<file path="config.mk">
export PLATFORM = sky130hd
export DESIGN_NAME = lbr_ram
export DESIGN_NICKNAME = d
export VERILOG_FILES = /design/src/sv/lbr_ram.sv
export SDC_FILE = /design/constraint.sdc
export NUM_CORES = 1
export LEC_CHECK = 0
export BUFFER_PORTS_ARGS = -buffer_cell sky130_fd_sc_hd__buf_2
export CAP_MARGIN = 5
export CORE_MARGIN = 4
export CORE_UTILIZATION = 30
export DETAILED_ROUTE_END_ITERATION = 6
export PLACE_DENSITY = 0.45
export SLEW_MARGIN = 20
export SYNTH_ARGS = -nofsm -noshare
export SYNTH_HDL_FRONTEND = slang
export SYNTH_SLANG_ARGS = --single-unit
</file>
<file path="constraint.sdc">
create_clock -name i_clk -period 2.5 [get_ports i_clk]
set_input_delay 0.75 -clock i_clk [delete_from_list [all_inputs] [get_ports i_clk]]
set_output_delay 0.75 -clock i_clk [all_outputs]
set_load 0.01 [all_outputs]
</file>
<file path="src/sv/lbr_ram.sv">
`default_nettype none

module lbr_ram #(
    parameter int WIDTH = 8,
    parameter int DEPTH = 16
) (
    input  wire logic                     i_clk,
    input  wire logic                     i_we,
    input  wire logic [$clog2(DEPTH)-1:0] i_waddr,
    input  wire logic [WIDTH-1:0]         i_wdata,
    input  wire logic [$clog2(DEPTH)-1:0] i_raddr,
    output logic      [WIDTH-1:0]         o_rdata
);

    logic [WIDTH-1:0] r_mem [DEPTH];
    logic [WIDTH-1:0] r_rdata;

    // One write port, one registered read port
    always_ff @(posedge i_clk) begin
        if (i_we) begin
            r_mem[i_waddr] <= i_wdata;
        end
        r_rdata <= r_mem[i_raddr];
    end

    assign o_rdata = r_rdata;

endmodule

`default_nettype wire

</file>
==> qor.txt <==
syn_nets: 247
Setup Buffers After CTS: 0
Post-synth EDFFs: 128
Worst setup SP type: input pin
endpoint type of the worst setup path: flop
Yosys top cell by area: edfxtp_1
Avg WL per Cell: 20.5 um
vias after detailed routing: 2406
TNS Setup: 0 ns
critical path class: input pin to flop
maxcap violations: 0
IO Pins: 26
crit path DAT: 2.11 ns
CP Cell Sequence: buf_2 -> buf_12 -> mux4_1 -> a22oi_1 -> nand2_1
Starting Density: 0.308
HP Class: flop to flop
DR vias/cell: 4.64
CP max FO: 19
CTS tree: done
1st-iter DRT viols: 105
final count of pins violating max slew: 0
Detail Placement HPWL: 6820 um
final hold vios: 0
Die X: 139 um
cts hold-fix bufs: 0
post-placement cell area: 5660 um^2
Metal-1 WL: 4970 um
gr usage total: 0.116
nets: 303
root buf cell: clkbuf_16
Yosys reg bits: 136
ratio of cells with drive above 1 in the final layout: 0.315
clock latency on the worst-skew pair: 0.41 ns
Worst Clk Skew: 0.00526 ns
DRC: 0
Worst-Margin Slew: 0.461 ns
worst setup path end: o_rdata[4]$_DFF_P_
leak pwr: 0.00213 uW
Slew Limit Headroom: 0.692
Gate Count Post-Synth: 229
Finished Core Util: 0.376
DP Worst Slack: 0.244 ns
total grt overflow: 0
crit path from: i_raddr[0]
Mean Syn Cell Area: 22.5 um^2
critical path data required time: 2.78 ns
die area: 19300 um^2
Placer Congestion: 0.716
RSZ-0062 raised after global routing: no
status: finished, final reports clean
core area: 16700 um^2
Pre-antenna DRT Iters: 4
Die H: 139 um
htree depth: 4
Tmin final: 1.84 ns
Netlist cell types: 19
peak supply drop: 464 uV
top cells by area, synth: edfxtp_1 75%, mux4_2 7.9%, mux4_1 7.1%
Area Growth Syn to Fin: 22.1%
post-route cell area: 6290 um^2
Synth top area share: 0.747
Post-Route WL: 10600 um
diode count: 0
number of core rows: 47
Synth Warn #: 0
post-CTS sizing: 0
Power Density: 858 nW/um^2
R2R setup slack: 1.07 ns
final setup violation count: 0
fin crit share: 0.734
final worst slack: 0.665 ns
R2R Path End: o_rdata[4]$_DFF_P_
clock slew at reported path FFs: 0.05 ns
Achievable Freq: 545 MHz
Seq/Total Area, Yosys: 0.778
r2r startpoint: r_mem[9][4]$_DFFE_PP_
Synth Cell Area: 5150 um^2
vias in the first global route: 2557
largest net degree at the start of global routing: 33
Most used DFF post-synth: edfxtp_1
Top Metal Used: met4
Met2 Wirelength: 4970 um
hold wc startpoint: r_mem[12][2]$_DFFE_PP_
worst reg-to-reg path cell count: 3
Post-synth ARST share: 0
Max clock buf depth: 2
Routed Antenna Nets: 0
first-pass GRT wire length: 16200 um
Critical Path Slowest Stage Cell: mux4_1
I/O Buffers: 25
CTS sink count: 136
initial antenna violation count: 0
CTS Buf Count: 17
max incr delay on CP: 0.56 ns
met3 WL post-DR: 488 um
## through the flow
stage / cells / power, uW / hold slack (ns)
final: 518 / 5390 / 0.671
after global placement: 486 / 2860 / 0.655
after floorplan: 229 / 2740 / 0.629
after detailed placement: 486 / 2870 / 0.663
after CTS: 518 / 5470 / 0.681
after global routing: 518 / 5570 / 0.706
## worst max-delay path, delay by kind of cell
| kind | cells | cell delay, ns |
|---|---|---|
| mux | 1 | 0.56 |
| compound gates | 1 | 0.35 |
| buf+inv | 2 | 0.33 |
| simple gates | 1 | 0.10 |
## routing by layer
| layer | vias up | track usage |
|---|---|---|
| met5 | - | 0 |
| met4 | 0 | 0.0479 |
| met3 | 19 | 0.0310 |
| met2 | 50 | 0.180 |
| met1 | 1249 | 0.155 |
| li1 | 1088 | - |
## area by class of cell
cell class	count	area (um^2)
Timing Repair Buffer	47	328
Clock inverter	10	148
Multi-Input combinational cell	83	1060
Sequential cell	136	4000
Fill cell	1556	10400
Tap cell	220	275
Clock buffer	22	474
## synth_stat cells, types with 2 or more instances
cell type and instances:
nand2b_1 2, clkdlybuf4s25_2 3, mux4_2 18, a22oi_1 16, nor3_1 4, buf_6 3
mux4_1 14, buf_2 3, nand3b_1 2, edfxtp_1 128, nand2_1 9, nor2_1 13
dfxtp_1 8
## state kept, by name (all words and copies together), names as in the netlist
signal and flops:
r_mem 128, o_rdata 8
## cell usage in the layout, fill, tap and decap left out
cell type	synthesis	final
edfxtp_1	128	128
buf_2	3	25
buf_4	1	19
mux4_2	18	18
clkbuf_16	0	17
a22oi_1	16	16
mux4_1	14	14
nor2_1	13	13
nand2_1	9	9
dfxtp_1	8	8
nor3_1	4	4
bufinv_16	0	4
clkinv_2	0	4
clkbuf_8	0	3
buf_12	0	3
nand3b_1	2	2
nand2b_1	2	2
clkinv_1	0	2
clkbuf_1	0	2
nor2b_1	1	1
and2_1	1	1
and2b_1	1	1
nand3_1	1	1
or3b_2	1	1
## kinds of logic (layout without fill, tap and decap cells)
family | Yosys count | count (layout) | share of synthesized area
AND/OR/NAND/NOR | 35 | 35 | 0.0318
multiplexers | 32 | 32 | 0.150
flip-flops | 136 | 136 | 0.778
AO/OA/AOI/OAI | 16 | 16 | 0.0233
buffers and inverters | 10 | 79 | 0.0168
## worst min path at each step
stage	endpoint	slack (ns)	cells after the start
after floorplan	o_rdata[0]$_DFF_P_	0.63	3
after global routing	o_rdata[2]$_DFF_P_	0.71	3
after CTS	o_rdata[6]$_DFF_P_	0.68	3
after detailed placement	o_rdata[6]$_DFF_P_	0.66	3
final	o_rdata[2]$_DFF_P_	0.67	3
after global placement	o_rdata[6]$_DFF_P_	0.65	3
## power breakdown
group | internal [uW] | leakage [uW] | switching [uW] | total [uW]
registers | 2550 | 0.00122 | 15.1 | 2570
logic | 108 | 0.000600 | 141 | 249
clock network | 1730 | 0.000309 | 844 | 2580
Power figures use the tool's default switching activity.
